File: src/hdl/ddsp_pkg.sv
package ddsp_pkg;

    // Defaults for the top-level parameters
    localparam int DEF_MAX_NODES   = 8;
    localparam int DEF_WEIGHT_BITS = 16;

    // Results of one run never exceed this many vertices
    localparam int RESULT_LIMIT = 8;

    // Fixed field widths
    localparam int NODE_CNT_W  = 4;
    localparam int VERTEX_W    = 3;
    localparam int IN_WEIGHT_W = 16;
    localparam int PATH_W      = 32;

    localparam logic [NODE_CNT_W-1:0] NODE_CNT_RESET = NODE_CNT_W'(8);

    localparam logic ACT_LOAD = 1'b0;
    localparam logic ACT_RUN  = 1'b1;

    typedef enum logic [5:0] {
        S_CLEAR = 6'b000001,
        S_IDLE  = 6'b000010,
        S_SCAN  = 6'b000100,
        S_RELAX = 6'b001000,
        S_OUT   = 6'b010000,
        S_SPARE = 6'b100000
    } t_state;

endpackage

File: src/hdl/dense_dijkstra_shortest_paths_core.sv
// Load item: accepted while idle, busy stays low. Run item over n vertices: the accept cycle, then
// up to n rounds of a minimum scan over the n vertices and a relax pass through the
// registered weight-store read port, then one result per vertex.
// After reset the weight store is cleared one entry a cycle, all MAX_NODES*MAX_NODES
// entries, with busy high; results strobe for one cycle each, the receiver cannot stall.
module dense_dijkstra_shortest_paths_core #(
    parameter int MAX_NODES   = ddsp_pkg::DEF_MAX_NODES,
    parameter int WEIGHT_BITS = ddsp_pkg::DEF_WEIGHT_BITS
) (
    input  logic                               i_clk,
    input  logic                               i_rst_n,
    input  logic                               i_cfg_wr_en,
    input  logic [ddsp_pkg::NODE_CNT_W-1:0]    i_cfg_wr_data,
    input  logic                               start,
    output logic                               busy,
    input  logic                               i_action,
    input  logic [ddsp_pkg::VERTEX_W-1:0]      i_from_vertex,
    input  logic [ddsp_pkg::VERTEX_W-1:0]      i_to_vertex,
    input  logic [ddsp_pkg::IN_WEIGHT_W-1:0]   i_edge_weight,
    input  logic [ddsp_pkg::VERTEX_W-1:0]      i_source_vertex,
    output logic                               o_valid,
    output logic [ddsp_pkg::VERTEX_W-1:0]      o_vertex_index,
    output logic                               o_reachable,
    output logic [ddsp_pkg::PATH_W-1:0]        o_path_length,
    output logic                               o_last_vertex
);

    localparam int LIMIT  = (MAX_NODES < ddsp_pkg::RESULT_LIMIT) ? MAX_NODES
                                                                  : ddsp_pkg::RESULT_LIMIT;
    localparam int VI_W   = $clog2(LIMIT);
    localparam int CNT_W  = $clog2(LIMIT + 1);
    localparam int DEPTH  = MAX_NODES * MAX_NODES;
    localparam int ADDR_W = $clog2(DEPTH);
    localparam int PW     = ddsp_pkg::PATH_W;

    ddsp_pkg::t_state r_state;

    logic [ddsp_pkg::NODE_CNT_W-1:0] r_node_count;
    logic [CNT_W-1:0]                r_n;
    logic [CNT_W-1:0]                r_k;
    logic [CNT_W-1:0]                r_round;
    logic [VI_W-1:0]                 r_m;
    logic [PW-1:0]                   r_best;
    logic                            r_found;
    logic [LIMIT-1:0]                r_reach;
    logic [LIMIT-1:0]                r_visited;
    logic [PW-1:0]                   r_dist [LIMIT];
    logic                            r_pv;
    logic [VI_W-1:0]                 r_pk;
    logic [ADDR_W-1:0]               r_clr;

    logic [WEIGHT_BITS-1:0]          r_mem [DEPTH];
    logic [WEIGHT_BITS-1:0]          r_wrd;

    logic                            is_idle;
    logic                            accept;
    logic                            load_wr;
    logic [ADDR_W-1:0]               waddr;
    logic [ADDR_W-1:0]               raddr;
    logic [ddsp_pkg::NODE_CNT_W-1:0] n_count;
    logic [VI_W-1:0]                 k_idx;
    logic                            k_last;
    logic                            take;
    logic                            found_any;
    logic [VI_W-1:0]                 pick_m;
    logic [PW-1:0]                   pick_best;
    logic [PW:0]                     sum;
    logic [PW-1:0]                   cand;
    logic                            relax_upd;

    assign is_idle = (r_state == ddsp_pkg::S_IDLE);
    assign busy    = !is_idle;
    assign accept  = start && is_idle;

    // Vertices in use, clipped to what the store and result limit allow
    assign n_count = (r_node_count > ddsp_pkg::NODE_CNT_W'(LIMIT))
                   ? ddsp_pkg::NODE_CNT_W'(LIMIT) : r_node_count;

    assign load_wr = accept && (i_action == ddsp_pkg::ACT_LOAD)
                     && (32'(i_from_vertex) < MAX_NODES) && (32'(i_to_vertex) < MAX_NODES);
    assign waddr   = ADDR_W'(ADDR_W'(i_from_vertex) * ADDR_W'(MAX_NODES))
                   + ADDR_W'(i_to_vertex);

    assign k_idx  = r_k[VI_W-1:0];
    assign k_last = (r_k == r_n - CNT_W'(1));
    assign raddr  = ADDR_W'(ADDR_W'(r_m) * ADDR_W'(MAX_NODES)) + ADDR_W'(k_idx);

    // Minimum scan: highest index wins on ties
    always_comb begin
        take      = !r_visited[k_idx] && r_reach[k_idx]
                    && (!r_found || (r_dist[k_idx] <= r_best));
        found_any = r_found || take;
        pick_m    = take ? k_idx : r_m;
        pick_best = take ? r_dist[k_idx] : r_best;
    end

    // Relax stage on the registered weight read
    always_comb begin
        sum       = {1'b0, r_best} + (PW+1)'(r_wrd);
        cand      = sum[PW] ? {PW{1'b1}} : sum[PW-1:0];
        relax_upd = r_pv && !r_visited[r_pk] && (r_wrd != '0)
                    && (!r_reach[r_pk] || (cand < r_dist[r_pk]));
    end

    always_ff @(posedge i_clk) begin
        if (r_state == ddsp_pkg::S_CLEAR) begin
            r_mem[r_clr] <= '0;
        end else if (load_wr) begin
            r_mem[waddr] <= WEIGHT_BITS'(i_edge_weight);
        end
        r_wrd <= r_mem[raddr];
    end

    always_ff @(posedge i_clk) begin
        if (!i_rst_n) begin
            r_node_count <= ddsp_pkg::NODE_CNT_RESET;
        end else if (i_cfg_wr_en) begin
            r_node_count <= i_cfg_wr_data;
        end
    end

    always_ff @(posedge i_clk) begin
        if (relax_upd) begin
            r_dist[r_pk] <= cand;
        end else if (accept && (i_action == ddsp_pkg::ACT_RUN)) begin
            r_dist[i_source_vertex[VI_W-1:0]] <= '0;
        end
    end

    always_ff @(posedge i_clk) begin
        if (!i_rst_n) begin
            r_state   <= ddsp_pkg::S_CLEAR;
            r_clr     <= '0;
            r_n       <= '0;
            r_k       <= '0;
            r_round   <= '0;
            r_m       <= '0;
            r_best    <= '0;
            r_found   <= 1'b0;
            r_reach   <= '0;
            r_visited <= '0;
            r_pv      <= 1'b0;
            r_pk      <= '0;
            o_valid   <= 1'b0;
        end else begin
            o_valid <= 1'b0;
            r_pv    <= 1'b0;
            unique case (r_state)
                ddsp_pkg::S_CLEAR: begin
                    r_clr <= r_clr + ADDR_W'(1);
                    if (r_clr == ADDR_W'(DEPTH - 1)) begin
                        r_state <= ddsp_pkg::S_IDLE;
                    end
                end
                ddsp_pkg::S_IDLE: begin
                    if (accept && (i_action == ddsp_pkg::ACT_RUN)) begin
                        r_n       <= CNT_W'(n_count);
                        r_k       <= '0;
                        r_round   <= '0;
                        r_found   <= 1'b0;
                        r_visited <= '0;
                        r_reach   <= '0;
                        if (n_count == '0) begin
                            r_state <= ddsp_pkg::S_IDLE;
                        end else if (ddsp_pkg::NODE_CNT_W'(i_source_vertex) >= n_count) begin
                            r_state <= ddsp_pkg::S_OUT;
                        end else begin
                            r_reach[i_source_vertex[VI_W-1:0]] <= 1'b1;
                            r_state <= ddsp_pkg::S_SCAN;
                        end
                    end
                end
                ddsp_pkg::S_SCAN: begin
                    r_found <= found_any;
                    r_m     <= pick_m;
                    r_best  <= pick_best;
                    if (k_last) begin
                        r_k <= '0;
                        if (found_any) begin
                            r_visited[pick_m] <= 1'b1;
                            r_state           <= ddsp_pkg::S_RELAX;
                        end else begin
                            // nothing reachable is left: remaining rounds do nothing
                            r_state <= ddsp_pkg::S_OUT;
                        end
                    end else begin
                        r_k <= r_k + CNT_W'(1);
                    end
                end
                ddsp_pkg::S_RELAX: begin
                    if (relax_upd) begin
                        r_reach[r_pk] <= 1'b1;
                    end
                    if (r_k != r_n) begin
                        r_pv <= 1'b1;
                        r_pk <= k_idx;
                        r_k  <= r_k + CNT_W'(1);
                    end else if (!r_pv) begin
                        r_k     <= '0;
                        r_found <= 1'b0;
                        r_round <= r_round + CNT_W'(1);
                        if (r_round + CNT_W'(1) == r_n) begin
                            r_state <= ddsp_pkg::S_OUT;
                        end else begin
                            r_state <= ddsp_pkg::S_SCAN;
                        end
                    end
                end
                ddsp_pkg::S_OUT: begin
                    o_valid <= 1'b1;
                    if (k_last) begin
                        r_k     <= '0;
                        r_state <= ddsp_pkg::S_IDLE;
                    end else begin
                        r_k <= r_k + CNT_W'(1);
                    end
                end
                default: begin
                    r_state <= ddsp_pkg::S_IDLE;
                end
            endcase
        end
    end

    // Result payload: hold between strobes
    always_ff @(posedge i_clk) begin
        if (r_state == ddsp_pkg::S_OUT) begin
            o_vertex_index <= ddsp_pkg::VERTEX_W'(r_k);
            o_reachable    <= r_reach[k_idx];
            o_path_length  <= r_reach[k_idx] ? r_dist[k_idx] : '0;
            o_last_vertex  <= k_last;
        end
    end

endmodule
File: config.mk
export PLATFORM = sky130hd
export DESIGN_NAME = dense_dijkstra_shortest_paths_core
export DESIGN_NICKNAME = d
export VERILOG_FILES = /design/src/hdl/ddsp_pkg.sv /design/src/hdl/dense_dijkstra_shortest_paths_core.sv
export SDC_FILE = /design/constraint.sdc
export NUM_CORES = 2
export LEC_CHECK = 0
export BUFFER_PORTS_ARGS = -buffer_cell sky130_fd_sc_hd__buf_2
export CAP_MARGIN = 25
export CORE_ASPECT_RATIO = 1.4
export CORE_MARGIN = 3
export CORE_UTILIZATION = 65
export DETAILED_ROUTE_END_ITERATION = 10
export PLACE_DENSITY_LB_ADDON = 0.08
export SLEW_MARGIN = 20
export SYNTH_ARGS = -nofsm -noshare
export SYNTH_HDL_FRONTEND = slang
export SYNTH_SLANG_ARGS = --single-unit
File: constraint.sdc
create_clock -name i_clk -period 13.9 [get_ports i_clk]
set_input_delay 0.695 -clock i_clk [delete_from_list [all_inputs] [get_ports i_clk]]
set_output_delay 0.695 -clock i_clk [all_outputs]
set_load 0.005 [all_outputs]
-- After elaboration in Yosys (flattened, before gate mapping)
Memory sizes are Yosys's and may differ from the RTL's. A register that Yosys moved wholly into a read port is not among the register bits.
Cells that the tools add are included.
- register bits after elaboration: 122
- bits in latches: 0
- bits in writable memories: 1280
- memory bits (read-only): 0
- input port bits: 34
- output and inout port bits: 39
- logic and storage cells: 168
- memories: 2
- memory list (name ; words ; bits a word ; rd ports ; clocked after Yosys merged registers in ; write ports ; RTL line ; text):
    r_mem ; 64 ; 16 ; 1 ; 1 ; 1 ; dense_dijkstra_shortest_paths_core.sv:52 ; logic [WEIGHT_BITS-1:0] r_mem [DEPTH];
    r_dist ; 8 ; 32 ; 2 ; 2 ; 1 ; dense_dijkstra_shortest_paths_core.sv:47 ; logic [PW-1:0] r_dist [LIMIT];
- add/subtract/negate cells: 7
- multipliers: 0
- divide/modulo/power cells: 0
- order comparisons: 11
- equality and inequality tests: 18
- shifts and indexed selects: 0
- muxes and demuxes: 71
- bitwise logic cells: 3
- reduce and logical (&&, ||, !) cells: 38
- operator list (kind ; number):
    two-way mux 32 bit ; 2
    two-way mux 8 bit ; 7
    two-way mux 6 bit ; 7
    adder 32 x 16 -> 33 bit ; 1
    <= comparator 32 bit ; 1
    < comparator 32 bit ; 1
    one-hot mux 8 bit (2 select lines) ; 2
    OR reduction 32 bit ; 1
    one-hot mux 6 bit (5 select lines) ; 1
    two-way mux 4 bit ; 7
    two-way mux 1 bit ; 24
    two-way mux 5 bit ; 4
    two-way mux 3 bit ; 6
    < comparator 3 x 4 -> 1 bit, second input constant ; 4
    two-way mux 16 bit ; 1
    bitwise OR 8 bit ; 2
    nonzero test 16 bit ; 1
    OR reduction 16 bit ; 1
    adder 6 x 3 -> 6 bit ; 2
    binary-select mux 1 bit (select 3 bit) ; 4
    != test 2 bit, second input constant ; 6
    one-hot mux 4 bit (3 select lines) ; 1
    AND reduction 4 bit ; 3
    logical AND 1 bit ; 11
    29 further kinds ; 48

-- Longest topological paths before layout
- word-level depth: 14
- mapped depth: 20
- depth with buffers taken out: 19

-- Least setup slack after synthesis
Ideal clock, no wire load.
- path type: register to register
- from: register r_best[0] (read register of r_dist)
- to: memory r_dist[1][0] (netlist name) (enable)
- setup time: 0.435 ns
- data arrival time: 5.542 ns
- setup slack: 7.923 ns
- cell stages (with the launch flop): 19
- path buffers: 1
- cells stage by stage: dfxtp_1 > ha_1 > fa_1 > a211oi_1 > o21ai_0 > nand3_1 > nand2_1 > nand2_1 > clkbuf_1 > nand2_1 > ha_1 > nand4_1 > a211o_1 > a21o_1 > a2111oi_0 > o31ai_1 > a41o_4 > nand2_4 > mux2i_1
- cells in the longest elaborated chain, start to end: 9
- elaborated cells between the ends (all ways): 12
- classes of those cells: add/sub: 1; order compare: 1; mux: 7; reduce/logical: 3
- RTL lines (element ; RTL line ; text):
    from (decl) ; dense_dijkstra_shortest_paths_core.sv:43 ; logic [PW-1:0] r_best;
    adder 32 x 16 -> 33 bit (*) ; dense_dijkstra_shortest_paths_core.sv:99 ; sum = {1'b0, r_best} + (PW+1)'(r_wrd);
    two-way mux 32 bit (*) ; dense_dijkstra_shortest_paths_core.sv:100 ; cand = sum[PW] ? {PW{1'b1}} : sum[PW-1:0];
    < comparator 32 bit (*) ; dense_dijkstra_shortest_paths_core.sv:102 ; && (!r_reach[r_pk] || (cand < r_dist[r_pk]));
    logical OR 1 bit (*) ; dense_dijkstra_shortest_paths_core.sv:102 ;
    logical AND 1 bit (*) ; dense_dijkstra_shortest_paths_core.sv:102 ;
    two-way mux 1 bit ; dense_dijkstra_shortest_paths_core.sv:123 ; if (relax_upd) begin
    two-way mux 1 bit (not written as such) ; dense_dijkstra_shortest_paths_core.sv:126 ; r_dist[i_source_vertex[VI_W-1:0]] <= '0;
    OR reduction 32 bit (no source line) ; - ;
    two-way mux 3 bit (no source line) / two-way mux 1 bit (equally long branches) ; - ;
    to (decl) ; dense_dijkstra_shortest_paths_core.sv:47 ;
Mark *: on every way between the ends. The rest lies on a longest branch, timed or not.

-- Worst setup path after layout
- from: register r_best[0] (read register of r_dist)
- to: memory r_dist[3][31] (netlist name), data pin
- cells in the longest elaborated chain, start to end: 9
- RTL lines (element ; RTL line):
    adder 32 x 16 -> 33 bit (*) ; dense_dijkstra_shortest_paths_core.sv:99
    two-way mux 32 bit (*) ; dense_dijkstra_shortest_paths_core.sv:100
    < comparator 32 bit ; dense_dijkstra_shortest_paths_core.sv:102
    logical OR 1 bit ; dense_dijkstra_shortest_paths_core.sv:102
    logical AND 1 bit ; dense_dijkstra_shortest_paths_core.sv:102
    two-way mux 1 bit ; dense_dijkstra_shortest_paths_core.sv:123
    two-way mux 1 bit (not written as such) ; dense_dijkstra_shortest_paths_core.sv:126
    OR reduction 32 bit (no source line) ; -
    two-way mux 32 bit (no source line) (*) ; -
Marked as above.

==> results.txt <==
Vert. Die Dim: 364.2 microns
most prevalent standard cell on the critical path: sky130_fd_sc_hd__nand2_1
Remaining DRCs: 0
post-route minimum period: 6.398 ns
layout cell share with drive strength beyond 1: 26.75%
combinational family with the most area after synthesis: multiplexers
synthesized instance count: 3,091
clock insertion delay at the later pin of the skew report: 0.76 ns
non-filler cells in the finished layout: 4,546
Peak supply drop: 0.1251 mV
routed length per instance: 30.63 microns
per-instance average area after synthesis: 19.27 sq um
number of clock sinks seen by CTS: 1,423
top cell type by total area after synthesis: sky130_fd_sc_hd__edfxtp_1
Async SR Flop Fraction: 0%
CTS tree: yes
die width: 261.8 microns
proportion of synthesized area in mux cells: 19.26%
Ports: 73
total vias in the final route: 30,680
number of register bits inferred by synthesis: 1,423
Post-Route Hold Slack: 0.1675 ns
top_reg_cell synth: sky130_fd_sc_hd__edfxtp_1
max-slew violation count: 0
Initial DRC Count: 3,186
number of flops mapped to enable cells by yosys: 1,317
pin count of the biggest net entering global routing: 151
CTS Hold Buffers Added: 0
Setup violations, final: 0
slack of the worst reg-to-reg path: 7.50 ns
post-CTS setup buffers: 0
Final ANT Viol Nets: 0
post-synth net total: 3,212
Floorplan Core Area: 90,270 sq um
Setup TNS: 0 ns
post-detail-place hpwl: 86,560 microns
vias in the first global route: 32,080
placer congestion estimate: 0.8854
wire length of the first global-routing pass: 208,200 microns
final layout net count: 3,364
H-tree depth: 4
remaining max-slew budget at the tightest pin: 29.10%
Clock transition at path regs: 0.06 ns
standard cell area after detailed placement: 61,760 sq um
Arrival @ worst endpoint: 6.82 ns
sort of element at the end of the critical path: flop
global routing usage summed across all routing layers: 30.44%
run status: complete, no violations
Post-Synth Adder-Cell Area: 1.840%
vias per cell: 6.748
Total Wirelength: 139,300 microns
initial standard-cell utilization of the core: 65.97%
category of the worst setup path launch point: flop
placement row count: 130
Yosys warnings: 0
buffers added on ports: 72
transition at the pin with the smallest max-transition slack: 1.064 ns
Resize count post-CTS: 0
RSZ-0062 raised after global routing: no
area share of xor/xnor cells in the synthesized design: 0.5735%
Area contributors post-synth: sky130_fd_sc_hd__edfxtp_1, sky130_fd_sc_hd__mux4_2, sky130_fd_sc_hd__dfxtp_1
slowest cell delay on critical path: 0.78 ns
Clock Root Buffer: sky130_fd_sc_hd__clkbuf_16
cell count after placement: 4,294
Post-Synth Simple-Gate Area: 4.038%
Seq/Total Area, Yosys: 69.97%
leakage power summed over all cells: 20.69 nW
Critical Path, Cell by Cell: ha_1 > fa_1 > a211oi_1 > o21ai_0 > nand3_1 > nand2_1 > nand2_1 > nand2_1 > ha_1 > and4_1 > a221oi_1 > nand3_1 > o31ai_1 > a41o_4 > a21oi_4 > buf_4 > a311oi_1
final hold violations: 0
period utilisation layout: 46.03%
total power draw: 0.008892 W
CTS buffer count: 133
relative area change from synthesis to final layout: 10.81%
number of antenna violations at the first check in global routing: 9
pwr/cell area: 134.7 nW/um^2
Synth top area share: 66.40%
max cap viols: 0
iteration count of the initial detailed-routing pass: 6
post-synthesis compound-gate area fraction: 2.706%
CP Class: flop to flop
Final Skew: 0.02728 ns
timing-limited maximum frequency: 156.3 MHz
netlist area before placement: 59,560 sq um
area of the die: 95,340 sq um
buffers from clock root to sink, at most: 3
cell at the slowest stage of the critical path: sky130_fd_sc_hd__o31ai_1
final design area excluding fillers: 65,990 sq um
required time reported for the critical path endpoint: 14.33 ns
Tightest Hold Check Type: input port to flop
Crit Path Max Fanout: 32
post-synth cell types: 76
total global routing overflow: 0
-- worst max-delay path: cells and delay by family, from the launching register on --
family                   cells  cell delay (ns)
AO/OA/AOI/OAI                7             2.90
AND/OR/NAND/NOR              6             1.52
adder cells (fa/ha/maj)      3             1.03
flip-flops                   1             0.33
buffers and inverters        1             0.27
-- path summary, 6_finish.rpt --
kind | end | startpoint | cells after the start
worst min register to register | r_best[30]$_SDFFE_PN0P_ | r_best[30]$_SDFFE_PN0P_ | 2
worst max register to register | r_dist[3][31]$_DFFE_PP_ | r_best[0]$_SDFFE_PN0P_ | 17
worst min-delay path | r_node_count[3]$_SDFFE_PN1P_ | i_cfg_wr_data[3] | 3
worst max-delay path | r_dist[3][31]$_DFFE_PP_ | r_best[0]$_SDFFE_PN0P_ | 17
-- synthesized netlist by cell type, types with 27 or more instances --
master,number
sky130_fd_sc_hd__edfxtp_1,1317
sky130_fd_sc_hd__mux4_2,465
sky130_fd_sc_hd__nor2_1,236
sky130_fd_sc_hd__dfxtp_1,106
sky130_fd_sc_hd__mux2i_1,92
sky130_fd_sc_hd__clkbuf_1,89
sky130_fd_sc_hd__inv_1,89
sky130_fd_sc_hd__ha_1,86
sky130_fd_sc_hd__nand2_1,72
sky130_fd_sc_hd__a21oi_1,53
sky130_fd_sc_hd__nand3_1,40
sky130_fd_sc_hd__a211oi_1,39
sky130_fd_sc_hd__o21ai_0,39
sky130_fd_sc_hd__buf_1,31
sky130_fd_sc_hd__buf_2,27
-- state kept, by name, summed over array words and instances (netlist names), named ones only --
signal	count
r_mem	1024
o_reachable	1
r_reach	8
r_clr	6
r_pv	1
r_state	5
r_visited	8
o_last_vertex	1
r_n	4
r_dist	256
o_vertex_index	3
r_wrd	16
r_k	4
r_best	32
o_path_length	32
r_node_count	4
r_m	3
r_pk	3
r_round	4
o_valid	1
r_found	1
-- cell type report --
type	instances	area [sq um]
Fill cell	5157	24280
Antenna cell	8	20.02
Clock inverter	79	614.3
Clock buffer	163	3546
Inverter	92	345.3
Sequential cell	1423	41700
Multi-Input combinational cell	1425	17110
Timing Repair Buffer	168	1171
Tap cell	1188	1486
-- layout by cell type (no fill, tap or decap), types with 52 or more instances in the layout --
master                      instances
sky130_fd_sc_hd__buf_4             90
sky130_fd_sc_hd__dfxtp_1           96
sky130_fd_sc_hd__a21oi_1           52
sky130_fd_sc_hd__buf_2             73
sky130_fd_sc_hd__edfxtp_1        1317
sky130_fd_sc_hd__ha_1              86
sky130_fd_sc_hd__mux4_2           465
sky130_fd_sc_hd__nand2_1           72
sky130_fd_sc_hd__inv_1             89
sky130_fd_sc_hd__clkbuf_16        137
sky130_fd_sc_hd__mux2i_1           87
sky130_fd_sc_hd__nor2_1           226
-- logic make-up (layout without fill, tap and decap cells) --
kind of cell | Yosys count | in the layout
flops | 1423 | 1423
mux | 564 | 564
simple gates | 504 | 504
buf+inv | 243 | 502
compound gates | 231 | 231
fa+ha+maj | 87 | 87
xor+xnor | 39 | 39
other cells | 0 | 8
-- power breakdown --
part	switching [W]	leakage (nW)	internal, W
Clock	0.00155	2.03	0.00195
Combinational	0.000365	5.81	0.000255
Sequential	0.0000371	12.8	0.00473
Total	0.00195	20.7	0.00694
-- through the flow --
| step | setup WS (ns) | util [%] |
|---|---|---|
| global placement | 7.682 | 68.29 |
| finish | 7.502 | 73.10 |
| global route | 7.143 | 73.09 |
| floorplan | 7.923 | - |
| detailed placement | 7.590 | 68.41 |
| CTS | 7.524 | 73.02 |
-- routing by layer --
metal / share of wire [%] / wire length, microns / GRT usage (%) / vias to the layer above
met5: 0.039 / 54 / 0 / -
met4: 4.5 / 6252 / 12.44 / 8
met3: 6.5 / 9002 / 5.323 / 324
met2: 54 / 75030 / 53.76 / 1305
met1: 35 / 48910 / 37.42 / 16040
li1: - / - / - / 13000
Note: power is estimated with default switching activity, not from simulation.
